**config.mk**
```make
export PLATFORM = sky130hd
export DESIGN_NAME = sdo_queue
export DESIGN_NICKNAME = d
export VERILOG_FILES = /design/src/rtl/core/sdo_pkg.sv /design/src/rtl/core/sdo_queue.sv
export SDC_FILE = /design/constraint.sdc
export NUM_CORES = 1
export LEC_CHECK = 0
export ABC_AREA = 1
export ABC_CLOCK_PERIOD_IN_PS = 4500
export BUFFER_PORTS_ARGS = -buffer_cell sky130_fd_sc_hd__buf_4
export CELL_PAD_IN_SITES_DETAIL_PLACEMENT = 0
export CELL_PAD_IN_SITES_GLOBAL_PLACEMENT = 1
export CORE_AREA = 2 2 174 176
export DETAILED_ROUTE_END_ITERATION = 10
export DIE_AREA = 0 0 176 178
export GPL_TIMING_DRIVEN = 0
export PLACE_DENSITY = 0.56
export SLEW_MARGIN = 20
export SYNTH_ARGS = -nofsm -noshare
export SYNTH_HDL_FRONTEND = slang
export SYNTH_SLANG_ARGS = --single-unit
```
**constraint.sdc**
```tcl
create_clock -name clk -period 4.5 [get_ports clk]
set_input_delay 0.9 -clock clk [delete_from_list [all_inputs] [get_ports clk]]
set_output_delay 0.9 -clock clk [all_outputs]
set_load 0.02 [all_outputs]
```
**src/rtl/core/sdo_pkg.sv**
```systemverilog
// Shared types and constants for the sprite depth ordering unit.
// No dependencies.
package sdo_pkg;
	localparam int CoordW = 20;
	localparam int KeyW   = 44;
	localparam int SheetW = 3;

	localparam logic [1:0] RegEyeX = 2'd0;
	localparam logic [1:0] RegEyeY = 2'd1;
	localparam logic [1:0] RegEyeZ = 2'd2;

	typedef enum logic [2:0] {
		ST_LOAD,
		ST_EMPTY,
		ST_SCAN,
		ST_PICK,
		ST_EMIT
	} sdo_state_t;
endpackage

```
**src/rtl/core/sdo_queue.sv**
```systemverilog
// Short queue between the front and back parts.
// Depends on sdo_pkg.
module sdo_queue import sdo_pkg::*; #(
	parameter int W = 53
) (
	input  logic         clk,
	input  logic         arst_n,
	input  logic         wr_valid,
	output logic         wr_stall,
	input  logic [W-1:0] wr_data,
	output logic         rd_valid,
	input  logic         rd_take,
	output logic [W-1:0] rd_data
);
	logic [W-1:0] mem_q [4];
	logic [1:0]   wp_q, rp_q;
	logic [2:0]   cnt_q;
	logic         wr, rd;

	assign wr_stall = (cnt_q == 3'd4);
	assign wr = wr_valid && !wr_stall;
	assign rd_valid = (cnt_q != 3'd0);
	assign rd = rd_valid && rd_take;
	assign rd_data = mem_q[rp_q];

	always_ff @(posedge clk or negedge arst_n) begin
		if (!arst_n) begin
			wp_q <= '0;
			rp_q <= '0;
			cnt_q <= '0;
		end else begin
			if (wr) wp_q <= wp_q + 2'd1;
			if (rd) rp_q <= rp_q + 2'd1;
			cnt_q <= cnt_q + 3'(wr) - 3'(rd);
		end
	end

	always_ff @(posedge clk) begin
		if (wr) mem_q[wp_q] <= wr_data;
	end
endmodule

```
Word-level counts from Yosys, hierarchy flattened
Memory sizes are Yosys's and may differ from the RTL's.
Index checks and enable logic that the tools add are counted.
- flip-flop bits (word level): 7
- bits in writable memories: 212
- input bits: 57
- output and inout bits: 55
- logic and storage cells: 15
- memories kept: 1
- add/sub/neg operators: 4
- equality and inequality tests: 1
- muxes and demuxes: 2
- reductions and logical operators: 4
- memories (name ; depth ; width ; rd ports ; clocked after memory_dff ; wr ports ; RTL line ; RTL):
    mem_q ; 4 ; 53 ; 1 ; 0 ; 1 ; sdo_queue.sv:15 ; logic [W-1:0] mem_q [4];
- operators with widths (operator ; number):
    $add 2x1->2 const B ; 2
    $add 3x1->3 ; 1
    $eq 3x3->1 const B ; 1
    $reduce_bool 3->1 ; 1
    $sub 3x1->3 ; 1
    $logic_and 1x1->1 ; 2
    $mux 1 ; 2
    $logic_not 1->1 ; 1

Depth between registers and ports, before layout
- depth after elaboration: 5
- gate-level depth with buffers: 12
- gate-level depth less buffers: 12

Worst setup path after synthesis
Ideal clock, no wire load.
- kind: input -> register
- start point: input port wr_valid
- end point: memory mem_q[0][0], enable pin
- library setup time: 464 ps
- arrival time: 3271 ps
- data required time: 4036 ps
- path slack: 765 ps
- stages: 2
- path buffers: 0
- path through: nand2_1 nor2_1
- cells in the longest elaborated chain, start to end: 3
- RTL lines (item ; RTL line ; RTL):
    start, declared ; sdo_queue.sv:8 ; input logic wr_valid,
    $logic_and 1x1->1 ; sdo_queue.sv:21 ; assign wr = wr_valid && !wr_stall;
    $mux 1 ; sdo_queue.sv:39 ; if (wr) mem_q[wp_q] <= wr_data;
    $mux 1 (implied by the code) ; sdo_queue.sv:39 ;
    end, declared ; sdo_queue.sv:15 ;
No other way between the ends.

Worst setup path in the final report
- start point: register rp_q[1]
- end point: output port rd_data[27]
- cells in the longest elaborated chain, start to end: 1
- RTL lines (item ; RTL line ; RTL):
    start, declared ; sdo_queue.sv:16 ; logic [1:0] wp_q, rp_q;
    start signal, assigned ; sdo_queue.sv:33 ; if (rd) rp_q <= rp_q + 2'd1;
    $mem_v2 4x53 ; -- ;
    end, declared ; sdo_queue.sv:13 ; output logic [W-1:0] rd_data
No other way between the ends.

==> run_results.csv <==
group,metric,value,unit
clock_network,clkLatencyLatePin,0.51,ns
sta,hold_slack,0.200,ns
final_layout,drive_above_1_share,20.4,%
setup_path,path_max_fanout,10,
final_layout,final_util,37.8,%
setup_path,start_kind,"flop",
sta,hold_viol_final,0,
synthesis,syn_avg_cell_area,12.0,sq um
setup_path,cp-startpoint,"rp_q[1]",
global_route,track_usage,13.6,%
synthesis,synth_compound_area_share,6.05,%
job,drv_cap,0,
route,wl_per_cell,16.2,um
pwr,p_leak,4.43,nW
global_route,grt_overflow_total,0,
run_status,outcome,"completed",
final_layout,final_nets,943,
synthesis,synth_ff_type,"edfxtp_1",
sta,grt_setup_unrepaired,"false",
synthesis,synth_cell_types,16,
final_layout,stdcell_count,1286,
clock_network,cts_tree,"built",
clock_network,htreeDepth,1,
setup_path,critPathKind,"reg2out",
synthesis,synthAdderAreaFrac,1.08,%
place,io_buffers,111,
pwr,irDropWorstVdd,0.000273,V
place,dp_cells,1242,
synthesis,yosysTopAreaCellShare,72.6,%
sta,min_period_over_period,66.8,%
setup_path,arrival,2.11,ns
synthesis,synthMuxAreaShare,0,%
route,routed_via_density,4.25,
setup_path,rr_endpoint,"cnt_q[2]",
clock_network,clock-sinks,219,
sta,maxSlewHeadroom,50.2,%
synthesis,syn_inst,730,
setup_path,r2r_slack,2.24,ns
synthesis,yosys.area.top_type,"edfxtp_1",
final_layout,area_growth,26.7,%
clock_network,post_cts_resized,0,
pwr,power.total,7.77,mW
sta,finalSetupViolations,0,
global_route,antenna_found_initial,1,
synthesis,yosys.area_share.simple,12.7,%
floorplanning,row_count,63,
sta,worst_pin_slew,0.746,ns
synthesis,synth.most_common_cell,"edfxtp_1",
route,final_antenna_net_count,0,
synthesis,yosysSeqAreaShare,74.6,%
floorplanning,dieArea,0.0313,sq mm
synthesis,yosys_warnings,0,
synthesis,synth_top_family_by_area,"simple AND/OR/NAND/NOR gates",
clock_network,clkTransAtPathRegs,0.06,ns
synthesis,synth-async-reset-ratio,3.20,%
floorplanning,start_util,29.8,%
floorplanning,fp.dieW,176,um
setup_path,r2r_start,"cnt_q[1]",
pwr,powerDensity,699,mW/mm^2
global_route,grt_max_degree,22,
floorplanning,fp.dieH,178,um
floorplanning,fp.coreArea,0.0294,sq mm
route,drt-initial-drc-count,267,
place,routabilityCongestion,0.667,
setup_path,endpoint_kind,"output pin",
route,wirelength,20900,um
synthesis,synth_xor_area_share,0,%
setup_path,worstRegToRegCells,10,
setup_path,cp.required,3.60,ns
clock_network,clk_path_buf_depth,3,
clock_network,cts_hold_buf,0,
global_route,grt_pass1_vias,5462,
floorplanning,ios,112,
synthesis,synthTopCellsByArea,"edfxtp_1 73%, nand2_1 7.6%, nor2_1 4.7%",
synthesis,synth_area,0.00877,sq mm
route,num_vias,5466,
clock_network,postCtsSetupRepairBufs,0,
global_route,grt_pass1_wl,31900,um
sta,fin_crit,3.01,ns
sta,drv_slew,0,
route,drc_errors,0,
synthesis,synthTopCellsByCount,"212 x edfxtp_1, 178 x nand2_1, 111 x nor2_1",
clock_network,numCtsBuffers,25,
sta,setup_tns,0,ns
sta,clock_skew,0.0124,ns
route,drt_pre_antenna_iters,4,
clock_network,cts-root-buf,"clkbuf_16",
synthesis,ys_ff_latch,219,
synthesis,synth_fp_nets,794,
synthesis,synth-edff-count,212,
min_path,worst_hold_path_type,"in2async",
place,place_hpwl,13400,um
sta,fmax,333,MHz
[sequential cells by signal (all words and copies together), names as in the netlist]
register	cells
mem_q	212
cnt_q	3
rp_q	2
wp_q	2
[where the power goes]
group          total (mW)  switching, mW  leakage [nW]  internal [mW]
sequential           2.77         0.0879          2.03           2.68
clock                1.76          0.744         0.339           1.01
combinational        3.24           2.07          2.07           1.17
[kinds of logic (layout without fill, tap and decap cells)]
kind of cell,Yosys count,count (layout)
buffers and inverters,104,269
adder cells (fa/ha/maj),7,7
AO/OA/AOI/OAI,106,106
AND/OR/NAND/NOR,294,294
flip-flops,219,219
other,0,1
[metal layers]
layer  part of all wire, %  GRT usage [%]
met1                    45           17.5
met2                    49           24.1
met3                   4.4           2.54
met4                   1.7           2.69
met5                     0              0
[worst max-delay path: stages (launching register included)]
cell	delay [ns]
dfrtp_1	0.38
inv_2	0.21
buf_2	0.32
buf_2	0.32
nand2_1	0.09
nand2_1	0.12
buf_4	0.16
[cell type report]
| class | instances | area [sq um] |
|---|---|---|
| tap | 390 | 488 |
| buffer | 34 | 233 |
| sequential | 219 | 6540 |
| clock inverter | 10 | 45.0 |
| antenna | 1 | 2.50 |
| multi-input combinational | 407 | 1770 |
| timing repair buffer | 122 | 1120 |
| fill | 2866 | 18300 |
| clock buffer | 33 | 656 |
| inverter | 70 | 263 |
[how the worst max path moves through the flow]
stage / cells after the start / to
final: 6 / rd_data[27]
after global routing: 6 / rd_data[5]
after CTS: 6 / rd_data[3]
after detailed placement: 4 / mem_q[2][20]
after global placement: 3 / mem_q[0][36]
after floorplan: 2 / mem_q[0][0]
[per-stage QoR]
stage / cell area (sq um) / worst slack (ns)
3_3_place_gp: 10100 / -1.62
5_1_grt: 11100 / 1.28
3_5_place_dp: 10400 / 1.87
6_report: 11100 / 1.49
2_1_floorplan: 8770 / 0.765
4_1_cts: 11100 / 1.41
[placed cells by master, fill, tap and decap left out, types with 10 or more instances in the layout]
| master | n |
|---|---|
| buf_2 | 12 |
| buf_4 | 111 |
| buf_6 | 10 |
| clkbuf_1 | 16 |
| clkbuf_16 | 25 |
| edfxtp_1 | 212 |
| inv_1 | 68 |
| nand2_1 | 178 |
| nor2_1 | 107 |
| o21ai_0 | 64 |
| o21ai_1 | 42 |
Power figures use the tool's default switching activity.
