<file path="src/rtl/core/sdo_pkg.sv">
// Shared types and constants for the sprite depth ordering unit.
// No dependencies.
package sdo_pkg;
	localparam int CoordW = 20;
	localparam int KeyW   = 44;
	localparam int SheetW = 3;

	localparam logic [1:0] RegEyeX = 2'd0;
	localparam logic [1:0] RegEyeY = 2'd1;
	localparam logic [1:0] RegEyeZ = 2'd2;

	typedef enum logic [2:0] {
		ST_LOAD,
		ST_EMPTY,
		ST_SCAN,
		ST_PICK,
		ST_EMIT
	} sdo_state_t;
endpackage

</file>
<file path="src/rtl/core/sdo_front.sv">
// Front part: accepts records and computes the ordering key in two stages.
// Depends on sdo_pkg.
module sdo_front import sdo_pkg::*; (
	input  logic                     clk,
	input  logic                     arst_n,
	input  logic                     in_valid,
	output logic                     in_stall,
	input  logic [5:0]               slot,
	input  logic                     live,
	input  logic                     alpha_blend,
	input  logic [SheetW-1:0]        sheet,
	input  logic signed [CoordW-1:0] pos_x,
	input  logic signed [CoordW-1:0] pos_y,
	input  logic signed [CoordW-1:0] pos_z,
	input  logic                     final_record,
	input  logic signed [CoordW-1:0] eye_x,
	input  logic signed [CoordW-1:0] eye_y,
	input  logic signed [CoordW-1:0] eye_z,
	input  logic [SheetW-1:0]        sheet_max,
	output logic                     q_valid,
	input  logic                     q_stall,
	output logic [KeyW-1:0]          q_key,
	output logic [5:0]               q_slot,
	output logic                     q_alpha,
	output logic                     q_live,
	output logic                     q_final
);
	logic              v_s1, v_s2;
	logic [20:0]       dx_s1, dy_s1, dz_s1;
	logic [5:0]        slot_s1, slot_s2;
	logic              live_s1, alpha_s1, fin_s1, live_s2, alpha_s2, fin_s2;
	logic [SheetW-1:0] sheet_s1;
	logic [KeyW-1:0]   key_s2;
	logic signed [21:0] ddx, ddy, ddz;
	logic [41:0]       sx, sy, sz;
	logic              adv2, adv1;

	assign adv2 = !v_s2 || !q_stall;
	assign adv1 = !v_s1 || adv2;
	assign in_stall = !adv1;

	assign ddx = 22'(pos_x) - 22'(eye_x);
	assign ddy = 22'(pos_y) - 22'(eye_y);
	assign ddz = 22'(pos_z) - 22'(eye_z);
	assign sx = 42'(dx_s1) * 42'(dx_s1);
	assign sy = 42'(dy_s1) * 42'(dy_s1);
	assign sz = 42'(dz_s1) * 42'(dz_s1);

	always_ff @(posedge clk or negedge arst_n) begin
		if (!arst_n) begin
			v_s1 <= 1'b0;
			v_s2 <= 1'b0;
		end else begin
			if (adv1) v_s1 <= in_valid;
			if (adv2) v_s2 <= v_s1;
		end
	end

	always_ff @(posedge clk) begin
		if (adv1 && in_valid) begin
			dx_s1    <= ddx[21] ? 21'(-ddx) : ddx[20:0];
			dy_s1    <= ddy[21] ? 21'(-ddy) : ddy[20:0];
			dz_s1    <= ddz[21] ? 21'(-ddz) : ddz[20:0];
			slot_s1  <= slot;
			live_s1  <= live;
			alpha_s1 <= alpha_blend;
			fin_s1   <= final_record;
			sheet_s1 <= (sheet > sheet_max) ? sheet_max : sheet;
		end
		if (adv2 && v_s1) begin
			key_s2   <= alpha_s1 ? (KeyW'(sx) + KeyW'(sy) + KeyW'(sz))
			                     : KeyW'(sheet_s1);
			slot_s2  <= slot_s1;
			live_s2  <= live_s1;
			alpha_s2 <= alpha_s1;
			fin_s2   <= fin_s1;
		end
	end

	assign q_valid = v_s2;
	assign q_key   = key_s2;
	assign q_slot  = slot_s2;
	assign q_alpha = alpha_s2;
	assign q_live  = live_s2;
	assign q_final = fin_s2;
endmodule

</file>
<file path="config.mk">
export PLATFORM = sky130hd
export DESIGN_NAME = sdo_front
export DESIGN_NICKNAME = d
export VERILOG_FILES = /design/src/rtl/core/sdo_pkg.sv /design/src/rtl/core/sdo_front.sv
export SDC_FILE = /design/constraint.sdc
export NUM_CORES = 2
export LEC_CHECK = 0
export BUFFER_PORTS_ARGS = -buffer_cell sky130_fd_sc_hd__buf_2
export CORE_ASPECT_RATIO = 1.5
export CORE_MARGIN = 4
export CORE_UTILIZATION = 40
export DETAILED_ROUTE_END_ITERATION = 8
export PLACE_DENSITY = 0.67
export SLEW_MARGIN = 10
export SYNTH_ARGS = -nofsm -noshare
export SYNTH_HDL_FRONTEND = slang
export SYNTH_SLANG_ARGS = --single-unit
</file>
<file path="constraint.sdc">
create_clock -name clk -period 12.85 [get_ports clk]
set_input_delay 1.285 -clock clk [delete_from_list [all_inputs] [get_ports clk]]
set_output_delay 1.285 -clock clk [all_outputs]
set_load 0.02 [all_outputs]
</file>
### After elaboration in Yosys (flattened, before gate mapping)

Cells that the tools add are included.

* add/sub/neg operators: 8
* multipliers: 3
* reductions and logical operators: 8
* multiplexer cells: 5
* order comparisons: 1

Operators by type and width (count)
* $mul 21x21->42: 3
* $mux 21: 3
* $neg 21->21: 3
* $sub 20x20->21: 3
* $add 43x42->44: 1
* $add 42x42->43: 1
* $mux 3: 2
* $logic_not 1->1: 4
* $gt 3x3->1: 1
* $logic_and 1x1->1: 2
* $logic_or 1x1->1: 2

* input port bits: 139
* output and inout bits: 55
* word-level logic and storage cells: 41
* bits in registers: 130

### Logic depth before layout (Yosys ltp)

* depth after elaboration: 4
* depth in mapped cells: 33
* mapped depth without buffers: 31

### Least setup slack after synthesis

Ideal clock, no wire load.

* path kind: reg2reg
* start point: register dx_s1[9]
* end point: register key_s2[36] (netlist: q_key[36]), data pin
* setup slack: 4767 ps
* stages on the path, launching flop included: 28
* data required time: 12595 ps
* arrival: 7828 ps
* buffers on the path: 2
* cells stage by stage: edfxtp_1 clkbuf_1 clkbuf_1 nand2_1 fa_1 inv_1 fa_1 fa_1 inv_1 fa_1 fa_1 fa_1 inv_1 fa_1 fa_1 inv_1 fa_1 inv_1 ha_1 and4_1 o21ai_0 a2111oi_2 o21ai_2 and2_1 o31ai_1 a31oi_1 xnor2_1 and2_1

* cells in the longest elaborated chain, start to end: 3

Ends and longest elaborated chain
* from (decl): line sdo_front.sv:29 `logic [20:0] dx_s1, dy_s1, dz_s1;`
* from (signal assigned): line sdo_front.sv:61 `dx_s1 <= ddx[21] ? 21'(-ddx) : ddx[20:0];`
* $mul 21x21->42: line sdo_front.sv:45 `assign sx = 42'(dx_s1) * 42'(dx_s1);`
* $add 42x42->43: line sdo_front.sv:71 `key_s2 <= alpha_s1 ? (KeyW'(sx) + KeyW'(sy) + KeyW'(sz))`
* $add 43x42->44: line sdo_front.sv:71
* to (signal assigned): line sdo_front.sv:71
* to (decl): line sdo_front.sv:33 `logic [KeyW-1:0] key_s2;`

No other way between the ends.
A chain may end at the register's enable or synchronous reset.

### Final worst setup path

* start point: register dz_s1[5]
* end point: register key_s2[36] (netlist: q_key[36]), data pin

* cells in the longest elaborated chain, start to end: 2

Ends and longest elaborated chain
* from (decl): line sdo_front.sv:29
* from (signal assigned): line sdo_front.sv:63 `dz_s1 <= ddz[21] ? 21'(-ddz) : ddz[20:0];`
* $mul 21x21->42: line sdo_front.sv:47 `assign sz = 42'(dz_s1) * 42'(dz_s1);`
* $add 43x42->44: line sdo_front.sv:71

No other way between the ends.

==> impl_summary.md <==
Outcome
The flow ran to the end, and the final reports show no timing, DRC or antenna violations.

Die
After floorplanning, the core was sized to cover roughly 0.12 mm². The initial core utilization is 0.404. In this run the count of I/O pins placed on the die edge is between 150 and 200. The overall die width is about 290 µm. The floorplan step defined a die boundary enclosing approximately 0.12 mm². The floorplan row count is 153. From bottom edge to top edge, the die measures approximately 430 µm.

Timing
The relative slew slack is 0.289. Clock skew on the completed layout was measured at between 0.015 and 0.02 ns. The total count of max-transition violations in the final report is 0. Setup repair after global routing left no endpoint under its margin.

The slew of the pin with the lowest slew margin is around 1.1 ns. Based on the critical path, the design can be clocked at up to between 0.1 and 0.15 GHz. Counting I/O delays and the setup requirement, the final critical path takes 9.20 ns. Setup violations remaining at the end of the flow were counted as 0. The sum of negative setup slack is 0 ns. The final-report hold violation count is 0. The share of the cycle needed by the critical path after routing is 0.716.

Global routing
Across every metal layer, demand over resource in global routing totals 0.200. The number of antenna violations at the first check in global routing is 7. The via count of the first global-routing pass is ~37000. Entering global routing, the biggest net connects 52 pins. Global routing finished with a remaining overflow of 0.

The global-route wire length before repair is approximately 190000 µm.

Logic synthesis
Of the post-synthesis cell area, the dominant cell type holds 0.469. A synthesized cell averages approximately 9.5 µm². The portion of synthesized area spent on multiplexers is 0.00321.

The xor and xnor area share after synthesis is 0.0299. When the netlist entered floorplanning its net count stood at between 6000 and 7000. Of the total synthesized cell area, the portion taken by AND, OR, NAND and NOR gates is 0.105. Synthesis inferred 130 register bits. After synthesis the cells add up to between 0.04 and 0.05 mm². Yosys printed 0 warnings. The top flip-flop cell by instance count after synthesis is sky130_fd_sc_hd__edfxtp_1. Of the synthesized area, sequential elements account for 0.0832. Ranked by total cell area, the synthesized netlist is headed by sky130_fd_sc_hd__fa_1, sky130_fd_sc_hd__inv_1, sky130_fd_sc_hd__ha_1. Yosys mapped a number of flops with a built-in enable equal to roughly 130.

Counting flops with an async set or reset pin after synthesis yields a share of 0.0154. The fraction of the mapped netlist area in compound gates came to 0.0504. After synthesis, the largest family of logic cells by area is adder cells. sky130_fd_sc_hd__fa_1 takes more of the synthesized area than any other cell. Synthesis produced a netlist whose cell count is 4917. The number of unique standard cell types used by synthesis is 88.

The adder-cell share of the synthesized area is 0.589.

Route
For this block, the routed nets add up to roughly 120000 µm of wire. The overall via count from detail_route is ~32000. After detailed routing, the number of remaining DRC violations is 0.

The first routing iteration left roughly 1700 violations. The number of detailed-route iterations in the first pass is 5. The routed via count divided by cell count is approximately 4.9. The routed length per placed instance is between 15 and 20 µm. The count of antenna-violating nets left after detailed routing is 0.

Worst hold path
The worst hold path passes through 0 cells. The class of the worst hold path is reg -> reg.

Cells and area
The combined area of the multi-input logic cells is 0.0364 mm². The fraction of layout cells with a size suffix above 1 is 0.0590. In the layout the commonest cells are sky130_fd_sc_hd__inv_1, sky130_fd_sc_hd__fa_1, sky130_fd_sc_hd__ha_1. Relative to the synthesized area, the layout overhead comes to 6.60%. The most common cell after layout, fill and taps aside is sky130_fd_sc_hd__inv_1. The layout has approximately 11000 filler cells. The final net count is approximately 6700.

The sequential cell area is ~0.0039 mm².

CTS
The number of hold buffers added after cts is 0. Clock-pin slew was measured on the worst setup and hold paths at about 0.07 ns. The TritonCTS clock tree is built. The total setup buffers inserted after CTS is 0. The number of gates resized after CTS was 0. For the worst-skew pair, the clock arrives at the later sink with an insertion delay of about 0.54 ns.

The TritonCTS sink count is 130. The number of buffers on the longest clock path is 2. The number of CTS-inserted buffers is 17. The tree is rooted in a sky130_fd_sc_hd__clkbuf_16. The H-tree depth reported by CTS is 4.

Critical path
STA classifies the critical path endpoint as a register. Among the stages of the critical path, the cell type that occurs most often is sky130_fd_sc_hd__fa_1. Of all nets on the critical path, the largest fanout is 22. The required arrival time at the worst endpoint is ~13 ns. By startpoint and endpoint, the worst setup path is classified as reg -> reg. The slowest stage of the critical path belongs to the cell sky130_fd_sc_hd__edfxtp_1. The signal arrival time at the worst endpoint is 9.49 ns.

The largest single stage delay on the critical path is ~0.95 ns. The register-to-register path setup slack is roughly 3.7 ns. STA classifies the critical path startpoint as a register.

The number of cells on the worst reg-to-reg path is 26.

Run
The tool flagged a number of max-cap violations equal to 0.

Place
The total of buffers placed on input and output ports is between 150 and 200. The half-perimeter wire length of the detailed placement result is a little over 100000 µm. The congestion estimate from routability-driven global placement came to 0.944.
[stage by stage]
stage               hold slack, ns  instance area (µm²)  cells   util  worst slack [ns]
floorplan                    0.400                46800   4917      -              4.77
detailed placement           0.406                49300   6534  0.425              3.80
global placement             0.400                49300   6534  0.425              3.86
global route                 0.428                49900   6567  0.430              3.29
finish                       0.423                49900   6568  0.430              3.65
CTS                          0.425                49900   6566  0.430              3.76
[layer usage]
layer	GRT usage	part of all wire
met5	0	0
met4	0.170	0.10
met3	0.0217	0.040
met2	0.379	0.56
met1	0.191	0.30
[registers in the layout, indices dropped and copies added, names as in the netlist]
name,count
alpha_s1,1
dx_s1,21
dy_s1,21
dz_s1,21
fin_s1,1
live_s1,1
q_alpha,1
q_final,1
q_key,44
q_live,1
q_slot,6
q_valid,1
sheet_s1,3
slot_s1,6
v_s1,1
[critical path, delay by kind of cell, from the launching register on]
family / cells / cell delay [ns]
adders and majority gates: 10 / 4.91
AOI/OAI and AO/OA: 5 / 1.67
DFF: 1 / 0.95
and+or+nand+nor: 4 / 0.91
buffers and inverters: 6 / 0.31
xor gates and xnor gates: 1 / 0.17
[synth_stat cells, types with 5 or more instances]
| library cell | count |
|---|---|
| sky130_fd_sc_hd__inv_1 | 1594 |
| sky130_fd_sc_hd__fa_1 | 1097 |
| sky130_fd_sc_hd__ha_1 | 448 |
| sky130_fd_sc_hd__nand2_1 | 418 |
| sky130_fd_sc_hd__and2_1 | 299 |
| sky130_fd_sc_hd__clkbuf_1 | 135 |
| sky130_fd_sc_hd__edfxtp_1 | 128 |
| sky130_fd_sc_hd__nor2_1 | 99 |
| sky130_fd_sc_hd__xnor2_1 | 99 |
| sky130_fd_sc_hd__a21oi_1 | 92 |
| sky130_fd_sc_hd__xor2_1 | 59 |
| sky130_fd_sc_hd__o21ai_0 | 53 |
| sky130_fd_sc_hd__a21o_1 | 49 |
| sky130_fd_sc_hd__nor3_1 | 23 |
| sky130_fd_sc_hd__a31oi_1 | 22 |
| sky130_fd_sc_hd__nand2b_1 | 21 |
| sky130_fd_sc_hd__nand3_1 | 21 |
| sky130_fd_sc_hd__nor2b_1 | 20 |
| sky130_fd_sc_hd__and3_1 | 17 |
| sky130_fd_sc_hd__nand4_1 | 17 |
| sky130_fd_sc_hd__o21bai_1 | 13 |
| sky130_fd_sc_hd__o21a_1 | 11 |
| sky130_fd_sc_hd__or2_2 | 11 |
| sky130_fd_sc_hd__o211ai_1 | 10 |
| sky130_fd_sc_hd__mux2_2 | 8 |
| sky130_fd_sc_hd__o31ai_1 | 8 |
| sky130_fd_sc_hd__or3_1 | 8 |
| sky130_fd_sc_hd__mux2i_1 | 6 |
| sky130_fd_sc_hd__nor4_1 | 6 |
| sky130_fd_sc_hd__o21ai_1 | 6 |
| sky130_fd_sc_hd__or2_1 | 6 |
| sky130_fd_sc_hd__a211oi_1 | 5 |
| sky130_fd_sc_hd__o31a_1 | 5 |
[worst paths after layout]
path                             from        end
min in group asynchronous      arst_n       v_s1
max reg2reg                  dz_s1[5]  q_key[36]
min reg2reg                slot_s1[0]  q_slot[0]
max in group asynchronous      arst_n    q_valid
min                        slot_s1[0]  q_slot[0]
max                          dz_s1[5]  q_key[36]
[kinds of logic after synthesis]
group,Yosys count
AO/OA/AOI/OAI,344
AND/OR/NAND/NOR,988
multiplexers,14
flip-flops,130
buffers and inverters,1737
XOR/XNOR,159
adder cells (fa/ha/maj),1545
[cell type report]
type / count / area share
sequential: 130 / 0.0780
clock buffer: 17 / 0.00852
tap: 1550 / 0.0389
multi-input combinational: 3050 / 0.730
inverter: 1595 / 0.120
clock inverter: 15 / 0.00326
antenna: 2 / 0.000100
timing repair buffer: 209 / 0.0218
Power is not shown: default switching activity piles up to over one toggle a cycle in this logic, so the estimate is an artifact.
