File: config.mk
export PLATFORM = sky130hd
export DESIGN_NAME = sdo_back
export DESIGN_NICKNAME = d
export VERILOG_FILES = /design/src/rtl/core/sdo_pkg.sv /design/src/rtl/core/sdo_back.sv
export SDC_FILE = /design/constraint.sdc
export NUM_CORES = 2
export LEC_CHECK = 0
export BUFFER_PORTS_ARGS = -buffer_cell sky130_fd_sc_hd__buf_2
export CAP_MARGIN = 10
export CORE_ASPECT_RATIO = 1.25
export CORE_UTILIZATION = 55
export DETAILED_ROUTE_END_ITERATION = 6
export PLACE_DENSITY = 0.71
export SETUP_SLACK_MARGIN = 0.1
export SYNTH_ARGS = -nofsm -noshare
export SYNTH_HDL_FRONTEND = slang
export SYNTH_SLANG_ARGS = --single-unit
File: constraint.sdc
create_clock -name clk -period 4.7 [get_ports clk]
set_input_delay 0.235 -clock clk [delete_from_list [all_inputs] [get_ports clk]]
set_output_delay 0.235 -clock clk [all_outputs]
set_load 0.02 [all_outputs]
File: src/rtl/core/sdo_pkg.sv
// Shared types and constants for the sprite depth ordering unit.
// No dependencies.
package sdo_pkg;
	localparam int CoordW = 20;
	localparam int KeyW   = 44;
	localparam int SheetW = 3;

	localparam logic [1:0] RegEyeX = 2'd0;
	localparam logic [1:0] RegEyeY = 2'd1;
	localparam logic [1:0] RegEyeZ = 2'd2;

	typedef enum logic [2:0] {
		ST_LOAD,
		ST_EMPTY,
		ST_SCAN,
		ST_PICK,
		ST_EMIT
	} sdo_state_t;
endpackage

File: src/rtl/core/sdo_back.sv
// Back part: stores live entries, then emits them by repeated selection, or an empty result.
// Depends on sdo_pkg.
module sdo_back import sdo_pkg::*; #(
	parameter int SLOTS = 64
) (
	input  logic            clk,
	input  logic            arst_n,
	input  logic            q_valid,
	output logic            q_take,
	input  logic [KeyW-1:0] q_key,
	input  logic [5:0]      q_slot,
	input  logic            q_alpha,
	input  logic            q_live,
	input  logic            q_final,
	output logic            out_valid,
	input  logic            out_stall,
	output logic [5:0]      ordered_slot,
	output logic [6:0]      live_total,
	output logic            empty_res,
	output logic            run_end
);
	localparam int IW = (SLOTS > 1) ? $clog2(SLOTS) : 1;

	// Entry memory: key, slot, alpha flag.
	logic [KeyW+6:0] mem_q [SLOTS];
	logic [KeyW+6:0] rdat_q;
	logic [SLOTS-1:0] used_q;
	logic [6:0]  cnt_q, emitted_q;
	logic [IW:0] idx_q;
	logic [IW-1:0] best_idx_q;
	logic [KeyW+6:0] best_q;
	logic        best_ok_q;
	sdo_state_t  st_q, st_d;
	logic        ov_q;
	logic [5:0]  os_q;
	logic        oe_q, oend_q;
	logic [6:0]  ot_q;
	logic        wr, better, cand_ok, out_load;
	logic [IW-1:0] ridx;
	logic [IW-1:0] rd_idx_q;

	assign q_take = (st_q == ST_LOAD) && q_valid;
	assign wr = q_take && q_live && (cnt_q < 7'(SLOTS));
	assign out_load = ((st_q == ST_EMPTY) || (st_q == ST_EMIT)) && (!ov_q || !out_stall);

	// Candidate rdat_q (from rd_idx_q) goes before best_q?
	always_comb begin
		if (rdat_q[0] != best_q[0]) better = rdat_q[0];
		else if (rdat_q[KeyW+6:7] != best_q[KeyW+6:7])
			better = rdat_q[0] ? (rdat_q[KeyW+6:7] > best_q[KeyW+6:7])
			                   : (rdat_q[KeyW+6:7] < best_q[KeyW+6:7]);
		else better = rdat_q[6:1] < best_q[6:1];
	end
	assign cand_ok = !used_q[rd_idx_q];
	assign ridx = idx_q[IW-1:0];

	always_comb begin
		st_d = st_q;
		unique case (st_q)
			ST_LOAD:  if (q_take && q_final)
				st_d = ((cnt_q == 7'd0) && !wr) ? ST_EMPTY : ST_SCAN;
			ST_EMPTY: if (!ov_q || !out_stall) st_d = ST_LOAD;
			ST_SCAN:  if (idx_q == (IW+1)'(cnt_q)) st_d = ST_PICK;
			ST_PICK:  st_d = ST_EMIT;
			ST_EMIT:  if (!ov_q || !out_stall)
				st_d = (emitted_q + 7'd1 == cnt_q) ? ST_LOAD : ST_SCAN;
			default:  st_d = ST_LOAD;
		endcase
	end

	always_ff @(posedge clk or negedge arst_n) begin
		if (!arst_n) begin
			st_q <= ST_LOAD;
			cnt_q <= '0;
			emitted_q <= '0;
			idx_q <= '0;
			used_q <= '0;
			ov_q <= 1'b0;
			best_ok_q <= 1'b0;
		end else begin
			st_q <= st_d;
			if (out_load) ov_q <= 1'b1;
			else if (!out_stall) ov_q <= 1'b0;
			unique case (st_q)
				ST_LOAD: begin
					if (wr) cnt_q <= cnt_q + 7'd1;
					idx_q <= '0;
					best_ok_q <= 1'b0;
					emitted_q <= '0;
					used_q <= '0;
				end
				ST_EMPTY: ;
				ST_SCAN: begin
					// idx_q leads the read data, which is registered in rdat_q (rd_idx_q tracks its index).
					if (idx_q != 0 && cand_ok && (!best_ok_q || better)) begin
						best_ok_q <= 1'b1;
					end
					if (idx_q != (IW+1)'(cnt_q)) idx_q <= idx_q + 1'b1;
				end
				// The last stored entry was judged in the final scan cycle.
				ST_PICK: ;
				ST_EMIT: if (out_load) begin
					used_q[best_idx_q] <= 1'b1;
					emitted_q <= emitted_q + 7'd1;
					idx_q <= '0;
					best_ok_q <= 1'b0;
					if (emitted_q + 7'd1 == cnt_q) cnt_q <= '0;
				end
				default: ;
			endcase
		end
	end

	always_ff @(posedge clk) begin
		if (wr) mem_q[cnt_q[IW-1:0]] <= {q_key, q_slot, q_alpha};
		rdat_q <= mem_q[ridx];
		rd_idx_q <= ridx;
		if (st_q == ST_SCAN && idx_q != 0 && cand_ok && (!best_ok_q || better)) begin
			best_q <= rdat_q;
			best_idx_q <= rd_idx_q;
		end
		if (st_q == ST_EMPTY && (!ov_q || !out_stall)) begin
			os_q <= '0; ot_q <= '0; oe_q <= 1'b1; oend_q <= 1'b1;
		end
		if (st_q == ST_EMIT && (!ov_q || !out_stall)) begin
			os_q <= best_q[6:1];
			ot_q <= cnt_q;
			oe_q <= 1'b0;
			oend_q <= (emitted_q + 7'd1 == cnt_q);
		end
	end

	assign out_valid = ov_q;
	assign ordered_slot = os_q;
	assign live_total = ot_q;
	assign empty_res = oe_q;
	assign run_end = oend_q;
endmodule

Word level (Yosys, flattened, before mapping):

Memories as Yosys holds them, arrays and structs flattened. A register that Yosys moved wholly into a read port is not among the register bits.
Cells that the tools add are included.

* add/subtract/negate cells: 3
* $lt $le $gt $ge: 7
* equal/unequal tests: 19
* multiplexer cells: 38
* bitwise operators: 1
* reductions and logical operators: 33

Operator list (count)
* one-hot mux 64 bit (2 select lines): 1
* 2-to-1 mux 64 bit: 1
* bitwise OR 64 bit: 1
* 2-to-1 mux 7 bit: 8
* > comparator 44 bit: 1
* less-than comparator 44 bit: 1
* != test 44 bit: 1
* one-hot mux 7 bit (2 select lines): 2
* adder 7 x 1 -> 7 bit, second input constant: 3
* one-hot mux 7 bit (3 select lines): 1
* one-hot mux 3 bit (5 select lines): 1
* equality test 7 bit: 2
* logical AND 1 bit: 14
* less-than comparator 6 x 7 -> 1 bit, second input constant: 2
* 2-to-1 mux 1 bit: 13
* 2-to-1 mux 3 bit: 4
* 2-to-1 mux 6 bit: 2
* != test 2 bit, second input constant: 6
* != test 2 x 1 -> 1 bit, second input constant: 4
* AND reduction 4 bit: 2
* zero test 7 bit: 1
* less-than comparator 7 bit, second input constant: 1
* != test 7 bit: 1
* nonzero test 7 bit: 1
* 17 further kinds: 27

* register bits after elaboration: 168
* RAM bits: 3264
* input port bits: 57
* output and inout port bits: 17
* word-level logic and storage cells: 116
* memories kept: 1

Memory list
* mem_q: words 64, bits a word 51, read ports 1, clocked after Yosys merged registers in 1, wr ports 1, RTL line sdo_back.sv:25 `logic [KeyW+6:0] mem_q [SLOTS];`

Depth between registers and ports, before layout:

* depth after elaboration: 9
* mapped depth: 10
* mapped depth without buffers: 9

Worst setup path after synthesis:

Ideal clock, no wire load.

* path type: register -> register
* start point: reg rd_idx_q[1]
* end point: reg best_idx_q[0] (enable)
* setup time: 0.425 ns
* arrival time: 3.874 ns
* data required time: 4.275 ns
* path slack: 0.401 ns
* stages on the path, launching flop included: 8
* period minus slack after synthesis: 4.299 ns
* path through: dfxtp_1 -> clkbuf_1 -> buf_1 -> mux4_2 -> mux4_2 -> mux4_2 -> a311oi_2 -> o31a_1

* longest elaborated chain between the ends: 5

RTL lines
* start, declared: RTL line sdo_back.sv:40 `logic [IW-1:0] rd_idx_q;`
* start signal, assigned: RTL line sdo_back.sv:117 `rd_idx_q <= ridx;`
* binary-select mux 1 bit (select 6 bit): RTL line sdo_back.sv:54 `assign cand_ok = !used_q[rd_idx_q];`
* 2-to-1 mux 1 bit (not written as such): RTL line sdo_back.sv:54
* zero test 1 bit: RTL line sdo_back.sv:54
* logical AND 1 bit (2 in a row): RTL line sdo_back.sv:118 `if (st_q == ST_SCAN && idx_q != 0 && cand_ok && (!best_ok_q || better)) begin`
* end signal, assigned: RTL line sdo_back.sv:120 `best_idx_q <= rd_idx_q;`
* end, declared: RTL line sdo_back.sv:30 `logic [IW-1:0] best_idx_q;`

No other way between the ends. The select of a mux whose other input is x is not followed.
A chain may end at the register's enable or synchronous reset.

Worst setup path in the final report:

* start point: reg best_q[42]
* end point: reg best_q[1] (enable)

* longest elaborated chain between the ends: 6
* elaborated cells between the ends (all ways): 8
* those cells by class: order compare (2); eq/ne (1); mux (3); reduce/logical (2)

RTL lines
* start, declared: RTL line sdo_back.sv:31 `logic [KeyW+6:0] best_q;`
* start signal, assigned: RTL line sdo_back.sv:119 `best_q <= rdat_q;`
* less-than comparator 44 bit / > comparator 44 bit (equally long branches): RTL line sdo_back.sv:51, sdo_back.sv:50
* 2-to-1 mux 1 bit: RTL line sdo_back.sv:50 `better = rdat_q[0] ? (rdat_q[KeyW+6:7] > best_q[KeyW+6:7])`
* 2-to-1 mux 1 bit (*): RTL line sdo_back.sv:49 `else if (rdat_q[KeyW+6:7] != best_q[KeyW+6:7])`
* 2-to-1 mux 1 bit (*): RTL line sdo_back.sv:48 `if (rdat_q[0] != best_q[0]) better = rdat_q[0];`
* logical OR 1 bit (*): RTL line sdo_back.sv:118
* logical AND 1 bit (*): RTL line sdo_back.sv:118

Mark *: on every way between the ends. The rest lies on a longest branch, timed or not.

==> results.md <==
* Status: finished, final reports clean
* EDFF count, synth at 3335
* Critical path's slowest cell: nor4_1
* CP required at 5.21 ns
* Max stage delay on crit path at 1.04 ns
* Setup Skew at 0.0490 ns
* Tmin final at 4.08 ns
* Core area at 240000 um2
* Peak Freq at 245 MHz
* Number of distinct library cells after synthesis at 48
* Die width at 441 um
* Synth Area in Compound Gates at 0.00577
* Top Ports at 74
* Root Buffer: clkbuf_16
* Async SR Flop Fraction at 0.0258
* Crit path kind: register to register
* Worst Path Arrival at 4.59 ns
* Syn Area/Cell at 24.3 um2
* Syn nets at 5563
* Die height at 551 um
* Final ANT Viol Nets at 0
* CP cell instances: inv_1 -> ha_1 -> nand4_1 -> nor4_1 -> and3_1 -> nand2_1 -> a2111oi_0 -> o31a_2 -> buf_4
* Lkg Pwr at 0.0473 uW
* PortBufs at 73
* Number of global-route vias before repair at 63221
* Hold path depth at 1
* Fillers at 15579
* Pins Over Slew Limit at 0
* Ys flop type: edfxtp_1
* Setup crit end kind: register
* R2r worst-path depth at 9
* GPL Wtd Cong at 0.814
* Tcrit/Tclk final at 0.868
* WL/cell at 36.5 um
* Maximum root-to-sink buffer count at 4
* Area delta synth->final at 13.2%
* Synth Area in Adders at 0.00509
* Synth warn at 0
* Max_slew headroom at 0.116
* # rows at 201
* Most used routing layer: met2
* Post-Synth Simple-Gate Area at 0.0106
* Global Route Usage Sum at 0.282
* Startpoint Class: register
* CTS Buf Count at 328
* Worst reg2reg startpoint: best_q[42]
* DR vias/cell at 6.77
* Hold path start: q_key[22]
* Antenna violations before repair at 11
* RSZ-0062 raised after global routing: false
* First-pass GRT wire length at 477 mm
* Post-synthesis cell count at 5452
* Post-DP HPWL at 176 mm
* Largest family of logic cells by synthesized area: multiplexers
* Total Wirelength at 338 mm
* 1st-iter DRT viols at 8760
* Mapped cell area at 133000 um2
* Clk_lat worst skew at 0.89 ns
* Worst Path Max Fanout at 28
* Sequential fraction of the synthesis area at 0.781
* Worst VDD drop at 0.000498 V
* Initial Util at 0.553
* WP buf/inv at 2
* Clock sink total at 3483
* CTS tree: built
* Met2 Track Usage GR at 0.468
* Final setup vio count at 0
* Reg2Reg Setup Slack at 0.62 ns
* Grt ovf at 0
* Total negative slack at 0 ns
* GR Util met1 at 0.376
* Hold Path End: mem_q[37][29]
* Post_cts resized at 0
* Met3 GRT Util at 0.0515
* Multiplexer share of the synthesized area at 0.186
* Final hold slack at 0.0527 ns
* Power Density at 556 nW/um2
* R2R Path End: best_q[1]
* H-tree depth at 5
* Via count at 62595
* DRC at 0
* CP top delay family: simple AND/OR/NAND/NOR gates
* Register bit total from synthesis at 3483
* Final number of hold-violating endpoints at 0
* Maxcap violations at 0
* Reg clk slew, reported paths at 0.07 ns
* Worst-Margin Slew at 1.32 ns
* Setup Fix Bufs, Post-CTS at 0
* Nets@finish at 5931
* Ratio of cells with drive above 1 in the final layout at 0.317
* XOR/XNOR share of the synthesized area at 0.00192
* Largest net degree at the start of global routing at 70
* Pre-antenna DRT Iters at 6
* Die Area at 243000 um2
* Worst min path class: primary input to register
worst max-delay path by stage:
stage                 from       endpoint  slack [ns]  cells past startpoint
6_report        best_q[42]      best_q[1]        0.62                      9
4_1_cts         best_q[42]      best_q[1]        0.73                     10
5_1_grt         best_q[42]     best_q[24]        0.48                      9
3_5_place_dp    best_q[42]  best_idx_q[5]        0.84                      9
3_3_place_gp       st_q[0]  mem_q[46][13]        0.83                      7
2_1_floorplan  rd_idx_q[1]  best_idx_q[0]        0.40                      7
synth_stat cells (2+ instances only):
library cell,count,area [um2]
a31oi_1,8,50.1
and2_1,2,12.5
nand2b_1,2,12.5
a211oi_1,4,30.0
dfxtp_1,58,1160
edfxtp_1,3335,100000
inv_1,63,236
and3_1,13,81.3
buf_1,19,71.3
nand4_1,17,106
ha_1,54,676
a221oi_1,3,26.3
clkbuf_1,175,657
nor2b_1,3,18.8
o21ai_0,23,115
a21o_1,5,37.5
buf_6,2,22.5
buf_2,79,395
nand3b_1,3,22.5
nor2_1,178,668
mux2i_1,4,40.0
nor3_1,14,70.1
a21oi_1,80,400
nand2_1,52,195
xor2_1,8,70.1
o211ai_1,2,15.0
dfrtp_1,90,2250
xnor3_1,2,45.0
nor3b_1,4,30.0
nand3_1,25,125
xnor2_1,16,140
nor4_1,3,18.8
mux4_2,1091,24600
state kept, by name, summed over array words and instances (netlist names), 7 cells and up:
| name | flops |
|---|---|
| mem_q | 3264 |
| used_q | 64 |
| best_q | 51 |
| rdat_q | 51 |
| cnt_q | 7 |
| emitted_q | 7 |
| idx_q | 7 |
| live_total | 7 |
routing by layer:
| layer | wire length [um] | up-vias | part of all wire |
|---|---|---|---|
| met2 | 170000 | 3662 | 0.50 |
| met3 | 32200 | 767 | 0.095 |
| met5 | 23 | - | 0.000068 |
| met1 | 121000 | 33970 | 0.36 |
| li1 | - | 24192 | - |
| met4 | 14300 | 4 | 0.042 |
cells in the final DEF, fill, tap and decap left out, types with 7 or more instances in the layout:
master	Yosys	final
dfxtp_1	58	58
clkbuf_16	0	336
clkbuf_1	175	69
nand3_1	25	25
clkinv_1	0	72
nor3_1	14	13
inv_1	63	63
edfxtp_1	3335	3335
ha_1	54	54
clkbuf_8	0	14
bufinv_16	0	34
mux4_2	1091	1091
nand2_1	52	52
dfrtp_1	90	84
buf_4	0	141
o21ai_0	23	23
xor2_1	8	8
nand4_1	17	17
nor2_1	178	114
xnor2_1	16	16
clkinvlp_4	0	7
a21oi_1	80	80
a31oi_1	8	8
buf_2	79	72
clkinv_2	0	46
buf_12	0	93
and3_1	13	13
nor2_4	0	64
power by group:
group / leakage, uW / internal, uW / switching, uW
Combinational: 0.0103 / 10800 / 10100
Sequential: 0.0317 / 34900 / 989
Clock: 0.00525 / 15300 / 11400
Total: 0.0473 / 61000 / 22500
cells by family (layout without fill, tap and decap cells):
group,count (synthesis),in the layout
AO/OA/AOI/OAI,135,135
XOR/XNOR,26,26
adder cells (fa/ha/maj),54,54
buffers and inverters,338,977
flip-flops,3483,3483
multiplexers,1095,1095
other,0,6
AND/OR/NAND/NOR,321,321
final cells by class:
class | instances | area, um2 | area share
Timing Repair Buffer | 313 | 3370 | 0.0224
Clock inverter | 182 | 1920 | 0.0128
Sequential cell | 3483 | 104000 | 0.690
Multi-Input combinational cell | 1631 | 28200 | 0.188
Inverter | 63 | 236 | 0.00158
Tap cell | 3146 | 3940 | 0.0262
Antenna cell | 6 | 15.0 | 0.000100
Clock buffer | 419 | 8860 | 0.0590
timing repair:
| action | 4_1_cts | 5_1_grt |
|---|---|---|
| endpoints found under the hold margin | 52 | 0 |
| hold buffers | 7 | 0 |
| endpoints found under the setup margin | 0 | 0 |
per-stage QoR:
| step | cell area (um2) | utilization | total power [uW] | cells | setup slack (ns) |
|---|---|---|---|---|---|
| 2_1_floorplan | 133000 | - | 51000 | 5452 | 0.401 |
| 3_3_place_gp | 139000 | 0.580 | 57300 | 8629 | 0.826 |
| 3_5_place_dp | 139000 | 0.580 | 57500 | 8629 | 0.837 |
| 4_1_cts | 150000 | 0.626 | 84000 | 9237 | 0.733 |
| 5_1_grt | 150000 | 0.626 | 86100 | 9241 | 0.476 |
| 6_report | 150000 | 0.626 | 83500 | 9243 | 0.622 |
No activity file was read; power rests on OpenSTA's default activity.
